$ cat src/sv/ghre_pkg.sv
// Shared types, constants and helper functions for the gamepad report encoder.
`default_nettype none
package ghre_pkg;

  localparam int MAX_BUTTONS = 32;
  localparam int AXIS_SLOTS  = 8;
  localparam int QUEUE_DEPTH = 4;

  localparam logic [7:0] AXIS_MASK  = 8'((1 << AXIS_SLOTS) - 1);
  localparam logic [3:0] HAT_CENTER = 4'hF;
  localparam logic [7:0] AXIS_REST  = 8'd127;
  localparam logic [9:0] VALUE_MAX  = 10'd1000;

  // v*127/1000 and v*128/1000 as one multiply by a scaled reciprocal
  localparam int          SCALE_SHIFT = 27;
  localparam logic [24:0] MUL_MINUS   = 25'd17045686;
  localparam logic [24:0] MUL_PLUS    = 25'd17179904;

  localparam logic [5:0] CODE_HAT_LAST    = 6'd3;
  localparam logic [5:0] CODE_BUTTON_BASE = 6'd4;
  localparam logic [5:0] CODE_BUTTON_LAST = 6'd35;
  localparam logic [5:0] CODE_AXIS_BASE   = 6'd36;
  localparam logic [5:0] CODE_AXIS_LAST   = 6'd51;

  typedef enum logic [1:0] {
    OP_EVENT  = 2'd0,
    OP_SEND   = 2'd1,
    OP_GET    = 2'd2,
    OP_REINIT = 2'd3
  } op_t;

  typedef enum logic [1:0] {
    REG_BUTTON_COUNT = 2'd0,
    REG_AXIS_MASK    = 2'd1,
    REG_HAT_ENABLE   = 2'd2,
    REG_MATCH_ID     = 2'd3
  } reg_index_t;

  typedef enum logic [2:0] {
    CMD_HAT,
    CMD_BUTTON,
    CMD_AXIS,
    CMD_SEND,
    CMD_GET,
    CMD_REINIT,
    CMD_NOP
  } cmd_kind_t;

  typedef enum logic {
    ST_IDLE,
    ST_EMIT
  } back_state_t;

  typedef struct packed {
    logic [5:0] button_count;
    logic [7:0] axis_mask;
    logic       hat_enable;
    logic [7:0] match_id;
  } cfg_t;

  typedef struct packed {
    cmd_kind_t  kind;
    logic [4:0] index;
    logic       level;
    logic [2:0] slot;
    logic [7:0] value;
  } cmd_t;

  function automatic logic [5:0] eff_buttons(input logic [5:0] count);
    return (count > 6'(MAX_BUTTONS)) ? 6'(MAX_BUTTONS) : count;
  endfunction

  function automatic logic [2:0] button_bytes(input logic [5:0] count);
    logic [6:0] sum;
    sum = {1'b0, eff_buttons(count)} + 7'd7;
    return sum[5:3];
  endfunction

  function automatic logic [3:0] axis_total(input logic [7:0] mask);
    logic [3:0] n;
    n = '0;
    for (int i = 0; i < 8; i++) begin
      n = n + {3'b0, mask[i] & AXIS_MASK[i]};
    end
    return n;
  endfunction

  function automatic logic [3:0] report_size(input cfg_t cfg);
    return {1'b0, button_bytes(cfg.button_count)} + axis_total(cfg.axis_mask)
           + {3'b0, cfg.hat_enable};
  endfunction

  function automatic logic [3:0] hat_from_flags(input logic [3:0] f);
    logic up, dn, east, west;
    up   = f[0] & ~f[1];
    dn   = f[1] & ~f[0];
    east = f[3] & ~f[2];
    west = f[2] & ~f[3];
    if (up)   return east ? 4'd1 : (west ? 4'd7 : 4'd0);
    if (dn)   return east ? 4'd3 : (west ? 4'd5 : 4'd4);
    if (east) return 4'd2;
    if (west) return 4'd6;
    return HAT_CENTER;
  endfunction

endpackage
`default_nettype wire

$ cat src/sv/ghre_front.sv
// Front end: accepts input beats, filters and classifies them, scales axis values.
`default_nettype none
module ghre_front (
  input  wire logic            in_valid,
  output logic                 in_stall,
  input  wire logic [1:0]      operation,
  input  wire logic [5:0]      event_code,
  input  wire logic [9:0]      event_value,
  input  wire logic [7:0]      requested_id,
  input  wire logic [6:0]      request_length,
  input  wire ghre_pkg::cfg_t  cfg,
  input  wire logic            q_full,
  output logic                 q_push,
  output ghre_pkg::cmd_t       q_cmd
);
  import ghre_pkg::*;

  logic [5:0]  btn_off;
  logic [5:0]  axis_off;
  logic [2:0]  axis;
  logic [7:0]  mask;
  logic [2:0]  slot;
  logic [9:0]  v_sat;
  logic [34:0] product;
  logic [7:0]  scaled;

  assign btn_off  = event_code - CODE_BUTTON_BASE;
  assign axis_off = event_code - CODE_AXIS_BASE;
  assign axis     = axis_off[3:1];
  assign mask     = cfg.axis_mask & AXIS_MASK;
  assign v_sat    = (event_value > VALUE_MAX) ? VALUE_MAX : event_value;
  assign product  = {25'b0, v_sat} * {10'b0, axis_off[0] ? MUL_PLUS : MUL_MINUS};
  assign scaled   = product[SCALE_SHIFT +: 8] + (axis_off[0] ? AXIS_REST : 8'd0);

  always_comb begin
    slot = '0;
    for (int i = 0; i < AXIS_SLOTS; i++) begin
      if (3'(i) < axis) slot = slot + {2'b0, mask[i]};
    end
  end

  always_comb begin
    q_cmd       = '0;
    q_cmd.kind  = CMD_NOP;
    q_cmd.level = (event_value != 10'd0);
    q_cmd.slot  = slot;
    q_cmd.value = scaled;
    unique case (op_t'(operation))
      OP_EVENT: begin
        if (event_code <= CODE_HAT_LAST) begin
          q_cmd.index = {3'b0, event_code[1:0]};
          if (cfg.hat_enable) q_cmd.kind = CMD_HAT;
        end else if (event_code <= CODE_BUTTON_LAST) begin
          q_cmd.index = btn_off[4:0];
          if (btn_off < eff_buttons(cfg.button_count)) q_cmd.kind = CMD_BUTTON;
        end else if (event_code <= CODE_AXIS_LAST) begin
          if (mask[axis]) q_cmd.kind = CMD_AXIS;
        end
      end
      OP_SEND: q_cmd.kind = CMD_SEND;
      OP_GET: begin
        if (requested_id == cfg.match_id && request_length >= {3'b0, report_size(cfg)})
          q_cmd.kind = CMD_GET;
      end
      OP_REINIT: q_cmd.kind = CMD_REINIT;
      default: q_cmd.kind = CMD_NOP;
    endcase
  end

  assign in_stall = q_full;
  assign q_push   = in_valid && !q_full && (q_cmd.kind != CMD_NOP);

endmodule
`default_nettype wire

$ cat src/sv/ghre_queue.sv
// Short command queue between the front and back ends.
`default_nettype none
module ghre_queue (
  input  wire logic            clk,
  input  wire logic            rst,
  input  wire logic            push,
  input  wire ghre_pkg::cmd_t  push_cmd,
  output logic                 full,
  output logic                 pop_valid,
  input  wire logic            pop,
  output ghre_pkg::cmd_t       pop_cmd
);
  import ghre_pkg::*;

  localparam int PTR_W = $clog2(QUEUE_DEPTH);

  cmd_t              entries [QUEUE_DEPTH];
  logic [PTR_W-1:0]  head;
  logic [PTR_W-1:0]  tail;
  logic [PTR_W:0]    count;

  assign full      = (count == (PTR_W+1)'(QUEUE_DEPTH));
  assign pop_valid = (count != '0);
  assign pop_cmd   = entries[head];

  always_ff @(posedge clk) begin
    if (rst) begin
      head  <= '0;
      tail  <= '0;
      count <= '0;
    end else begin
      if (push) tail <= tail + 1'b1;
      if (pop)  head <= head + 1'b1;
      count <= count + (PTR_W+1)'(push) - (PTR_W+1)'(pop);
    end
  end

  always_ff @(posedge clk) begin
    if (push) entries[tail] <= push_cmd;
  end

`ifndef SYNTH
  a_count_bound: assert property (@(posedge clk) disable iff (rst)
    count <= (PTR_W+1)'(QUEUE_DEPTH)) else $error("queue over depth");
  a_no_push_full: assert property (@(posedge clk) disable iff (rst)
    full |-> !push) else $error("push into full queue");
  a_no_pop_empty: assert property (@(posedge clk) disable iff (rst)
    pop |-> pop_valid) else $error("pop from empty queue");
`endif

endmodule
`default_nettype wire

$ cat src/sv/ghre_back.sv
// Back end: holds the report image, applies commands and serialises report beats.
`default_nettype none
module ghre_back (
  input  wire logic            clk,
  input  wire logic            rst,
  input  wire ghre_pkg::cfg_t  cfg,
  input  wire logic            q_valid,
  input  wire ghre_pkg::cmd_t  q_cmd,
  output logic                 q_pop,
  output logic                 out_valid,
  input  wire logic            out_stall,
  output logic [7:0]           report_byte,
  output logic                 last_byte
);
  import ghre_pkg::*;

  back_state_t state, state_next;

  logic [31:0] button_bits;
  logic [7:0]  axis_bytes [AXIS_SLOTS];
  logic [3:0]  hat_flags;
  logic [3:0]  hat_code;
  logic        report_dirty;
  logic [3:0]  idx;

  logic [2:0]  nb;
  logic [3:0]  na;
  logic [3:0]  total;
  logic        slot_free;
  logic        load;
  logic        start;
  logic        at_last;
  logic [3:0]  axis_pos;
  logic [7:0]  byte_sel;
  logic [3:0]  flags_next;
  logic [3:0]  hat_next;
  logic [31:0] bits_next;

  assign nb        = button_bytes(cfg.button_count);
  assign na        = axis_total(cfg.axis_mask);
  assign total     = report_size(cfg);
  assign slot_free = !out_valid || !out_stall;
  assign at_last   = (idx == total - 4'd1);
  assign start     = q_valid && total != 4'd0 &&
                     ((q_cmd.kind == CMD_SEND && report_dirty) || q_cmd.kind == CMD_GET);
  assign axis_pos  = idx - {1'b0, nb};

  always_comb begin
    state_next = state;
    unique case (state)
      ST_IDLE: if (start) state_next = ST_EMIT;
      ST_EMIT: if (slot_free && at_last) state_next = ST_IDLE;
      default: state_next = ST_IDLE;
    endcase
  end

  always_comb begin
    q_pop = 1'b0;
    load  = 1'b0;
    unique case (state)
      ST_IDLE: q_pop = q_valid;
      ST_EMIT: load  = slot_free;
      default: ;
    endcase
  end

  always_comb begin
    if (idx < {1'b0, nb})
      byte_sel = button_bits[{idx[1:0], 3'b000} +: 8];
    else if (idx < {1'b0, nb} + na)
      byte_sel = axis_bytes[axis_pos[2:0]];
    else
      byte_sel = {4'b0, hat_code};
  end

  always_comb begin
    flags_next = hat_flags;
    flags_next[q_cmd.index[1:0]] = q_cmd.level;
    hat_next  = hat_from_flags(flags_next);
    bits_next = button_bits;
    bits_next[q_cmd.index] = q_cmd.level;
  end

  always_ff @(posedge clk) begin
    if (rst) begin
      state        <= ST_IDLE;
      idx          <= '0;
      out_valid    <= 1'b0;
      button_bits  <= '0;
      hat_flags    <= '0;
      hat_code     <= HAT_CENTER;
      report_dirty <= 1'b0;
      for (int i = 0; i < AXIS_SLOTS; i++) axis_bytes[i] <= AXIS_REST;
    end else begin
      state <= state_next;
      if (load) begin
        out_valid <= 1'b1;
        idx       <= idx + 4'd1;
      end else if (!out_stall) begin
        out_valid <= 1'b0;
      end
      if (q_pop) begin
        idx <= '0;
        case (q_cmd.kind)
          CMD_HAT: begin
            hat_flags <= flags_next;
            if (hat_next != hat_code) begin
              hat_code     <= hat_next;
              report_dirty <= 1'b1;
            end
          end
          CMD_BUTTON: begin
            if (bits_next != button_bits) begin
              button_bits  <= bits_next;
              report_dirty <= 1'b1;
            end
          end
          CMD_AXIS: begin
            if (axis_bytes[q_cmd.slot] != q_cmd.value) begin
              axis_bytes[q_cmd.slot] <= q_cmd.value;
              report_dirty           <= 1'b1;
            end
          end
          CMD_SEND: report_dirty <= 1'b0;
          CMD_REINIT: begin
            button_bits  <= '0;
            hat_flags    <= '0;
            hat_code     <= HAT_CENTER;
            report_dirty <= 1'b1;
            for (int i = 0; i < AXIS_SLOTS; i++) axis_bytes[i] <= AXIS_REST;
          end
          default: ;
        endcase
      end
    end
  end

  always_ff @(posedge clk) begin
    if (load) begin
      report_byte <= byte_sel;
      last_byte   <= at_last;
    end
  end

`ifndef SYNTH
  a_idx_bound: assert property (@(posedge clk) disable iff (rst)
    state == ST_EMIT |-> idx < total) else $error("beat index beyond report");
  a_no_pop_emit: assert property (@(posedge clk) disable iff (rst)
    q_pop |-> state == ST_IDLE) else $error("command taken while emitting");
  a_last_idle: assert property (@(posedge clk) disable iff (rst)
    load && at_last |=> state == ST_IDLE) else $error("emission ran past last beat");
  a_send_clears: assert property (@(posedge clk) disable iff (rst)
    q_pop && q_cmd.kind == CMD_SEND |=> !report_dirty) else $error("send left dirty set");
`endif

endmodule
`default_nettype wire

$ cat src/sv/gamepad_hid_report_encoder.sv
// Top level of the gamepad HID input report encoder.
// Input channel (in_valid/in_stall): one beat per operation - control event,
// send-if-changed, get-report or reinitialise. A beat is taken when in_valid
// is high and in_stall low; in_stall rises only while the four-entry command
// queue is full.
// Output channel (out_valid/out_stall): one beat per report byte, last_byte
// marks the final one. A report is up to 13 beats, one per cycle while the
// receiver does not stall; a stall holds the current beat and the queue
// keeps taking input until it fills.
// Flow: a control event is applied when the back end pops it from the queue
// head; a request moves the back end to its emit state, which loads each byte
// into the single output register. Events sustain one per cycle while no
// report is emitted; the back end pops no command until the last byte loads.
// Configuration (cfg_valid/cfg_ready): cfg_ready is always high; write only
// while the block is idle.
// Reset (rst, synchronous): clears the image (axes to 127, hat centred),
// restores register defaults and empties the queue.
`default_nettype none
module gamepad_hid_report_encoder (
  input  wire logic        clk,
  input  wire logic        rst,
  input  wire logic        in_valid,
  output logic             in_stall,
  input  wire logic [1:0]  operation,
  input  wire logic [5:0]  event_code,
  input  wire logic [9:0]  event_value,
  input  wire logic [7:0]  requested_id,
  input  wire logic [6:0]  request_length,
  output logic             out_valid,
  input  wire logic        out_stall,
  output logic [7:0]       report_byte,
  output logic             last_byte,
  input  wire logic        cfg_valid,
  output logic             cfg_ready,
  input  wire logic [1:0]  cfg_index,
  input  wire logic [7:0]  cfg_data
);
  import ghre_pkg::*;

  cfg_t cfg;
  cmd_t push_cmd;
  cmd_t head_cmd;
  logic q_push;
  logic q_full;
  logic q_valid;
  logic q_pop;

  assign cfg_ready = 1'b1;

  always_ff @(posedge clk) begin
    if (rst) begin
      cfg.button_count <= 6'd16;
      cfg.axis_mask    <= 8'd0;
      cfg.hat_enable   <= 1'b1;
      cfg.match_id     <= 8'd1;
    end else if (cfg_valid && cfg_ready) begin
      unique case (reg_index_t'(cfg_index))
        REG_BUTTON_COUNT: cfg.button_count <= cfg_data[5:0];
        REG_AXIS_MASK:    cfg.axis_mask    <= cfg_data;
        REG_HAT_ENABLE:   cfg.hat_enable   <= cfg_data[0];
        REG_MATCH_ID:     cfg.match_id     <= cfg_data;
        default: ;
      endcase
    end
  end

  ghre_front u_front (
    .in_valid       (in_valid),
    .in_stall       (in_stall),
    .operation      (operation),
    .event_code     (event_code),
    .event_value    (event_value),
    .requested_id   (requested_id),
    .request_length (request_length),
    .cfg            (cfg),
    .q_full         (q_full),
    .q_push         (q_push),
    .q_cmd          (push_cmd)
  );

  ghre_queue u_queue (
    .clk       (clk),
    .rst       (rst),
    .push      (q_push),
    .push_cmd  (push_cmd),
    .full      (q_full),
    .pop_valid (q_valid),
    .pop       (q_pop),
    .pop_cmd   (head_cmd)
  );

  ghre_back u_back (
    .clk         (clk),
    .rst         (rst),
    .cfg         (cfg),
    .q_valid     (q_valid),
    .q_cmd       (head_cmd),
    .q_pop       (q_pop),
    .out_valid   (out_valid),
    .out_stall   (out_stall),
    .report_byte (report_byte),
    .last_byte   (last_byte)
  );

endmodule
`default_nettype wire

$ cat config.mk
export PLATFORM = sky130hd
export DESIGN_NAME = gamepad_hid_report_encoder
export DESIGN_NICKNAME = d
export VERILOG_FILES = /design/src/sv/ghre_pkg.sv /design/src/sv/ghre_front.sv /design/src/sv/ghre_queue.sv /design/src/sv/ghre_back.sv /design/src/sv/gamepad_hid_report_encoder.sv
export SDC_FILE = /design/constraint.sdc
export NUM_CORES = 1
export LEC_CHECK = 0
export ABC_AREA = 1
export BUFFER_PORTS_ARGS = -buffer_cell sky130_fd_sc_hd__buf_4
export CORE_ASPECT_RATIO = 0.5
export CORE_MARGIN = 2
export CORE_UTILIZATION = 52
export DETAILED_ROUTE_END_ITERATION = 8
export GPL_ROUTABILITY_DRIVEN = 0
export PLACE_DENSITY = 0.77
export SLEW_MARGIN = 10
export SYNTH_ARGS = -nofsm -noshare
export SYNTH_HDL_FRONTEND = slang
export SYNTH_SLANG_ARGS = --single-unit
$ cat constraint.sdc
create_clock -name clk -period 13.9 [get_ports clk]
set_clock_uncertainty 0.05 [all_clocks]
set_input_delay 0 -clock clk [delete_from_list [all_inputs] [get_ports clk]]
set_output_delay 0 -clock clk [all_outputs]
set_load 0.02 [all_outputs]
After elaboration in Yosys (flattened, before gate mapping) --
Memory sizes are Yosys's and may differ from the RTL's. A register that Yosys moved wholly into a read port is not among the register bits. Cells that the tools add are included.
Storage, ports and cells: memories 2, output and inout bits 12, bits in registers 86, memory bits (writable) 144
Operators by class: shift-type cells 1, bitwise gates (word level) 17, reductions and logical operators 33, add/sub/neg operators 27, multiply operators 1, multiplexer cells 96, magnitude comparators 22, equality and inequality tests 22
Memories:
- u_queue.entries | words 4, bits a word 20, read ports 1, clocked after Yosys merged registers in 1, wr ports 1, line ghre_queue.sv:17 | cmd_t entries [QUEUE_DEPTH];
- u_back.axis_bytes | words 8, bits a word 8, read ports 2, clocked after Yosys merged registers in 0, wr ports 8, line ghre_back.sv:20 | logic [7:0] axis_bytes [AXIS_SLOTS];
Operators by type and width (count):
- 2-to-1 mux 8 bit | 12
- one-hot mux 32 bit (2 select lines) | 1
- 2-to-1 mux 4 bit | 11
- 2-to-1 mux 3 bit | 14
- 2-to-1 mux 1 bit | 38
- multiplier 10 x 25 -> 35 bit | 1
- bitwise mux 32 bit | 1
- 2-to-1 mux 32 bit | 1
- != test 32 bit | 1
- indexed part select 32 x 6 -> 8 bit | 1
- adder 4 x 1 -> 4 bit | 7
- adder 3 x 1 -> 3 bit | 8
- 2-to-1 mux 18 bit | 1
- one-hot mux 4 bit (2 select lines) | 2
- <= comparator 6 bit, second input constant | 2
- < comparator 3 bit, first input constant | 4
- one-hot mux 3 bit (4 select lines) | 1
- > comparator 10 bit, second input constant | 1
- 2-to-1 mux 10 bit | 1
- 2-to-1 mux 5 bit | 2
- AND reduction 2 bit | 5
- nonzero test 10 bit | 1
- == test 3 bit, second input constant | 3
- logical AND 1 bit | 9
- 58 further kinds | 91

Depth between registers and ports, before layout --
Gate-level depths: netlist of run 1.
depth in word-level cells 21, depth in mapped cells 39, gate-level depth less buffers 38

By module --
From an unflattened synthesis of run 1, not the netlist that was laid out.
Unflattened totals: cell total of the unflattened synthesis 2472, area, all modules 18677.9 um^2
Modules (own cells, without submodules):
- ghre_back | instances 1, area an instance 8318.0 um^2, cells each 1235
- ghre_front | instances 1, area an instance 5725.5 um^2, cells each 798
- ghre_queue | instances 1, area an instance 3606.0 um^2, cells each 289
- gamepad_hid_report_encoder | instances 1, area an instance 1028.5 um^2, cells each 150

Worst setup path before layout of run 1 --
No wires, ideal clock.
kind input to register, from input event_value[8], to memory u_queue.entries[0][7] (netlist name) (data pin), buffers on the path 1, required time 13.577 ns, slack 7.483 ns, arrival 6.094 ns, cell stages on the path 32, cells stage by stage clkbuf_1 -> nand2_1 -> inv_1 -> nand4_1 -> nor3_1 -> nor2_1 -> inv_1 -> nor2_1 -> fa_1 -> inv_1 -> fa_1 -> fa_1 -> inv_1 -> fa_1 -> fa_1 -> ha_1 -> a21o_1 -> nor2_1 -> o31ai_1 -> a221oi_1 -> o21ai_0 -> xnor2_1 -> inv_1 -> ha_1 -> a21oi_1 -> nor2_1 -> nor2_1 -> inv_1 -> a21oi_1 -> inv_1 -> a21oi_1 -> xnor2_1
RTL lines:
- from (decl) | line gamepad_hid_report_encoder.sv:26 | input wire logic [9:0] event_value,
- to (decl) | line ghre_queue.sv:17

==> out/qor.yml, run 1 <==
cts:
  cts-htree-levels: 1
  postCtsSetupBuffers: 0
  root_buffer: "clkbuf_16"
  cts_buffer_depth: 3
  clk_latency_ns: 0.53
  cts_tree: "done"
  clk_pin_slew_ns: 0.06
  cts_buffers: 23
  cts.sink_count: 232
power_and_ir_drop:
  power_frac_clock: 0.192
  p_leak_uw: 0.00914
  p_int_uw: 1850
  powerDensity_nw_per_um2: 178
  p_switching_uw: 1730
  sequentialPowerShare: 0.254
  p_sw_frac: 0.484
  vdd_ir_drop_max_v: 0.0000913
  comb_power_share: 0.554
setup_path:
  path_max_fanout: 5
  regToRegEndpoint: "u_queue.count[1]"
  worstPathArrival_ns: 6.99
  reg2reg_from: "cfg[10]"
  rrSetupSlack_ns: 7.93
  reg2reg_depth: 25
  cpPeakStageDelay_ns: 0.55
  crit_slowest_cell: "fa_1"
  cpMostUsedCell: "inv_1"
  endpoint_kind: "register"
  cp-start-kind: "primary input"
  critical_path_class: "in -> reg"
  cp.required_ns: 14.09
final_layout:
  layout_commonest_cell: "nand2_1"
  fillers: 2994
  design_area_um2: 20100
  layout-drive-gt1-share: 0.0679
  fin_util: 0.583
  syn_to_final_growth_pct: 10.3
  layout.nets: 2669
  regArea_um2: 6180
  antenna_cells: 0
  mostFrequentLayoutCells: "nand2_1 (564), inv_1 (294), nor2_1 (247)"
  final_cells: 2889
  multiInputGateArea_um2: 10500
sta:
  rsz0062_at_grt: "no"
  fin_crit_ns: 6.79
  finalHoldViolCount: 0
  tightest_slew_ns: 0.966
  maxSlewHeadroom: 0.354
  setup_ws_ns: 7.11
  fin_crit_sh: 0.489
  fmax_mhz: 147
  finalMaxSlewViolations: 0
  setup_tns_ns: 0
  setup_viol: 0
floorplanning:
  io_pins: 60
  die_x_um: 269
  initial_core_util: 0.529
  core_area_um2: 34500
  die_area_um2: 36700
  die_h_um: 136
  fp-row-count: 48
worst_hold_path:
  min-delay-start: "event_code[4]"
  hold_depth: 3
  worstHoldEndpoint: "u_queue.entries[0][16]"
  hold_path_class: "in -> reg"
logic_synthesis:
  synth_area_um2: 18300
  ys_types: 53
  ys_seq_elements: 232
  synthCells: 2353
  yosys.area.top_type: "edfxtp_1"
  syn-mean-instance-area_um2: 7.76
  synth_area_leaders: "edfxtp_1 (25%), nand2_1 (12%), ha_1 (10%)"
  netlist.area_leader.share: 0.252
  seq_area_frac_synth: 0.338
  ys.flop_type: "edfxtp_1"
  synthArstFlopShare: 0
  ys_warn_count: 0
  synth_edf_count: 153
global_route:
  grt_pass1_vias: 15000
  grt_max_degree: 67
  antenna_found_initial: 0
  grt_overflow: 0
  grt_use_total: 0.263
  grt_pass1_wl_um: 77300
route:
  routed.top_layer: "met4"
  final_antenna_net_count: 0
  routed_wl_um: 48400
  via_per_inst: 5.70
  wl_met2_um: 21600
  dr_wl_met3_um: 4500
  wl_met1_um: 21100
  dr_total_vias: 16500
  dr.pass1.iters: 6
  dr.first_iter.drc_count: 1763
  drcViolationCount: 0
  routedWlPerCell_um: 16.8
status:
  outcome: "finished, final reports clean"
placement:
  dp_cells: 2817
  dp_worst_setup_slack_ns: 7.04
  post-dp-hpwl_um: 34600
  port_buffers: 58
  dpl_cell_area_um2: 19000
run:
  maxCapViolCount: 0
## layer usage
metal | global-route usage | vias up
li1 | - | 7951
met5 | 0 | -
met2 | 0.418 | 790
met3 | 0.0406 | 106
met1 | 0.374 | 7608
met4 | 0.0725 | 0
## stage by stage
stage               hold WS, ns  total power, uW
detailed placement        0.189             2840
finish                   0.0259             3590
global route             0.0485             3850
CTS                     0.00900             3550
global placement          0.188             2800
floorplan                0.0632             2350
## logic make-up after synthesis
group	after synthesis	share of synthesized area
adder cells (fa/ha/maj)	223	0.182
buffers and inverters	410	0.0895
XOR/XNOR	31	0.0149
multiplexers	1	0.000617
AND/OR/NAND/NOR	1072	0.252
flip-flops	232	0.338
AO/OA/AOI/OAI	382	0.121
other	2	0.000411
## registers in the layout, summed over array words and instances (netlist names), 4 cells and up, named ones only
| signal | count |
|---|---|
| u_back.hat_flags | 4 |
| u_back.hat_code | 4 |
| u_queue.entries | 80 |
| u_back.report_byte | 8 |
| cfg | 23 |
| u_back.idx | 4 |
| u_back.button_bits | 32 |
| u_back.axis_bytes | 64 |
## power groups by stage
stage / logic (uW) / registers (uW) / clock network, uW
6_report: 1990 / 910 / 690
5_1_grt: 2210 / 918 / 721
4_1_cts: 1940 / 908 / 696
3_5_place_dp: 1920 / 922 / 0
3_3_place_gp: 1880 / 920 / 0
2_1_floorplan: 1440 / 912 / 0
## worst max-delay path by stage
| stage | slack (ns) | to | cells past startpoint | from |
|---|---|---|---|---|
| final | 7.11 | u_queue.entries[3][7] | 35 | event_value[3] |
| after global routing | 6.67 | u_queue.entries[3][7] | 35 | event_value[3] |
| after CTS | 7.24 | u_queue.entries[3][7] | 35 | event_value[3] |
| after detailed placement | 7.04 | u_queue.entries[1][6] | 31 | event_value[8] |
| after global placement | 7.23 | u_queue.entries[0][7] | 32 | event_value[8] |
| after floorplan | 7.48 | u_queue.entries[0][7] | 32 | event_value[8] |
## area by class of cell
cell class              count  share of cell area
clock buffers              26              0.0306
clock inverters            15              0.0104
repair buffers            106              0.0434
flip-flops and latches    232               0.307
inverters                 314              0.0585
well taps                 475              0.0295
multi-input cells        1721               0.521
## critical path, delay by kind of cell
kind / cells / cell delay, ns
adder cells (fa/ha/maj): 7 / 2.78
AND/OR/NAND/NOR: 11 / 1.70
buffers and inverters: 9 / 1.23
AO/OA/AOI/OAI: 6 / 0.83
XOR/XNOR: 2 / 0.42
## synth_stat cells, types with 14 or more instances
library cell / number
ha_1: 151
clkbuf_1: 53
fa_1: 72
xor2_1: 17
nor2_1: 251
o21ai_0: 164
inv_1: 294
nand4_1: 100
nand2_1: 564
a21oi_1: 121
buf_2: 28
dfxtp_1: 79
o211ai_1: 24
xnor2_1: 14
edfxtp_1: 153
nand3_1: 100
## what timing repair did
| item | 4_1_cts | 5_1_grt |
|---|---|---|
| resized for setup | 0 | 0 |
| hold buffers | 31 | 0 |
| hold endpoints to repair | 73 | 0 |
(Power assumes the default switching activity.)
==> run 2: changes to the inputs <==
--- a/config.mk
+++ b/config.mk
@@ -12,7 +12,7 @@
 export CORE_UTILIZATION = 52
 export DETAILED_ROUTE_END_ITERATION = 8
 export GPL_ROUTABILITY_DRIVEN = 0
-export PLACE_DENSITY = 0.77
+export PLACE_DENSITY = 0.79
 export SLEW_MARGIN = 10
 export SYNTH_ARGS = -nofsm -noshare
 export SYNTH_HDL_FRONTEND = slang
==> constraint.sdc (replaced) <==
create_clock -name clk -period 5.8 [get_ports clk]
set_clock_uncertainty 0.05 [all_clocks]
set_input_delay 0 -clock clk [delete_from_list [all_inputs] [get_ports clk]]
set_output_delay 0 -clock clk [all_outputs]
set_load 0.02 [all_outputs]
==> run 2 against run 1 <==
- via count grew 3.5%
- critical path depth is 4 higher
- setup slack got worse by 7.0 ns
- critical endpoint is now u_queue.entries[0][7]
- sequential cell count did not move
- non-clock buffer count up 90
- utilization is 3.4 points higher
- global-route usage rose by 0.66 points
- largest power group unchanged
==> out/qor.yml, run 2 (same netlist as run 1, synthesis figures left out) <==
setup_path:
  endpoint_kind: "register"  # unchanged
  cp-start-kind: "primary input"  # unchanged
  worstPathArrival_ns: 5.88  # was 6.99 ns
  critical_path_class: "in -> reg"  # unchanged
  cpMostUsedCell: "inv_1"  # unchanged
  crit_slowest_cell: "fa_1"  # unchanged
  reg2reg_from: "cfg[9]"  # was cfg[10]
  cp.required_ns: 6.01  # was 14.09 ns
  path_max_fanout: 4  # was 5
  cpPeakStageDelay_ns: 0.50  # was 0.55 ns
  crit_start: "event_value[9]"  # was event_value[3]
global_route:
  grt_overflow: 0  # unchanged
  grt_max_degree: 67  # unchanged
  grt_pass1_wl_um: 78700  # was 77300 um
  grt_use_total: 0.270  # was 0.263
  grt_pass1_vias: 15700  # was 15000
  antenna_found_initial: 0  # unchanged
cts:
  clk_pin_slew_ns: 0.07  # was 0.06 ns
  cts_tree: "done"  # unchanged
  clk_latency_ns: 0.54  # was 0.53 ns
  cts_buffers: 24  # was 23
  root_buffer: "clkbuf_16"  # unchanged
  cts.sink_count: 232  # unchanged
  cts_buffer_depth: 3  # unchanged
  cts-htree-levels: 1  # unchanged
floorplanning:
  io_pins: 60  # unchanged
  die_area_um2: 36700  # unchanged
  die_h_um: 136  # unchanged
  die_x_um: 269  # unchanged
  initial_core_util: 0.529  # unchanged
  core_area_um2: 34500  # unchanged
  fp-row-count: 48  # unchanged
worst_hold_path:
  hold_path_class: "in -> reg"  # unchanged
  min-delay-start: "in_valid"  # was event_code[4]
sta:
  rsz0062_at_grt: "yes"  # was no
  fin_crit_sh: 0.977
  fmax_mhz: 177
  tightest_slew_ns: 0.972  # was 0.966 ns
  finalMaxSlewViolations: 0  # unchanged
  fin_crit_ns: 5.67
  holdWs_ns: 0.00993  # was 0.0259 ns
  setup_ws_ns: 0.135  # was 7.11 ns
  setup_viol: 0  # unchanged
  maxSlewHeadroom: 0.349  # was 0.354
  finalHoldViolCount: 0  # unchanged
placement:
  post-dp-hpwl_um: 35800  # was 34600 um
  dp_worst_setup_slack_ns: -0.549  # was 7.04 ns
  port_buffers: 58  # unchanged
run:
  maxCapViolCount: 0  # unchanged
final_layout:
  largest_register_ffs: 80  # unchanged
  layout.nets: 2760  # was 2669
  fillers: 2807  # was 2994
  largest-register: "u_queue.entries"  # unchanged
  mostFrequentLayoutCells: "nand2_1 (559), inv_1 (284), nor2_1 (232)"  # was nand2_1 (564), inv_1 (294), nor2_1 (247)
  syn_to_final_growth_pct: 16.9  # was 10.3%
  layout-drive-gt1-share: 0.132  # was 0.0679
  layout_commonest_cell: "nand2_1"  # unchanged
  largest_registers: "u_queue.entries (80), u_back.axis_bytes (64), u_back.button_bits (32)"  # unchanged
  antenna_cells: 0  # unchanged
power_and_ir_drop:
  powerDensity_nw_per_um2: 439  # was 178 nW/um^2
  p_leak_uw: 0.00962  # was 0.00914 uW
  vdd_ir_drop_max_v: 0.000234  # was 0.0000913 V
route:
  dr.pass1.iters: 6  # unchanged
  drcViolationCount: 0  # unchanged
  dr_total_vias: 17000  # was 16500
  routedWlPerCell_um: 17.1  # was 16.8 um
  final_antenna_net_count: 0  # unchanged
  via_per_inst: 5.71  # was 5.70
  routed_wl_um: 51100  # was 48400 um
  dr.first_iter.drc_count: 1721  # was 1763
status:
  outcome: "finished, final reports clean"  # unchanged
[run 2: cell count changes in the layout (fill, tap and decap cells not counted), moves of 7 or more]
| cell | before | now |
|---|---|---|
| ha_1 | 151 | 136 |
| a21oi_1 | 121 | 107 |
| nor2_4 | 3 | 10 |
| nor2_2 | 16 | 24 |
| ha_4 | 0 | 14 |
| inv_2 | 8 | 18 |
| o21ai_1 | 1 | 8 |
| a21oi_2 | 0 | 12 |
| inv_1 | 294 | 284 |
| o21ai_0 | 164 | 155 |
| buf_4 | 75 | 160 |
| nor2_1 | 247 | 232 |
[run 2: cell type report]
cell class / instances / area (um^2) / area share
Sequential cell: 232 / 6180 / 0.290
Clock buffer: 32 / 683 / 0.0320
Multi-Input combinational cell: 1721 / 10900 / 0.512
Clock inverter: 12 / 161 / 0.00757
Inverter: 314 / 1180 / 0.0553
Timing Repair Buffer: 196 / 1620 / 0.0760
Tap cell: 475 / 594 / 0.0279
[run 2: final timing paths]
check,endpoint,slack [ns],cells after the start
setup / recovery,u_queue.entries[0][7],0.13,39
setup reg to reg,u_queue.count[1],0.24,27
hold reg to reg,u_back.hat_code[3],0.42,2
hold / removal,u_queue.count[0],0.01,8
[run 2: repair_timing]
| item | CTS | global route |
|---|---|---|
| pin swaps | 6 | 48 |
| endpoints found under the hold margin | 69 | 0 |
| resized for setup | 6 | 77 |
| hold buffers | 29 | 0 |
| setup endpoints to repair | 4 | 102 |
| setup buffers | 2 | 4 |
[run 2: per-stage QoR]
stage / cell area (um^2) / utilization / setup TNS [ns] / total power, uW / instances
after floorplan: 18400 / - / 0 / 5730 / 2363
after global placement: 19800 / 0.574 / -4.97 / 7000 / 2904
after detailed placement: 19800 / 0.574 / -8.41 / 7130 / 2904
after CTS: 21000 / 0.608 / 0 / 8860 / 2979
after global routing: 21300 / 0.618 / -1.25 / 9980 / 2982
final: 21300 / 0.618 / 0 / 9360 / 2982
[run 2: metal layers]
| layer | wire length (um) | vias up | track usage |
|---|---|---|---|
| met4 | 1730 | 0 | 0.0960 |
| met5 | 0 | - | 0 |
| met3 | 5050 | 141 | 0.0527 |
| met1 | 20700 | 7869 | 0.353 |
| li1 | - | 8135 | - |
| met2 | 23600 | 887 | 0.448 |
[run 2: where the power goes]
group          total (uW)  internal [uW]  leakage (uW)  switching (uW)
logic                5520           1870       0.00727            3650
registers            2170           2040       0.00194             131
clock network        1670           1010      0.000411             664
[run 2: critical path: cells and delay by family]
family	cells	cell delay, ns
adder cells (fa/ha/maj)	7	2.67
AO/OA/AOI/OAI	9	1.11
AND/OR/NAND/NOR	10	0.98
buffers and inverters	11	0.84
XOR/XNOR	2	0.27
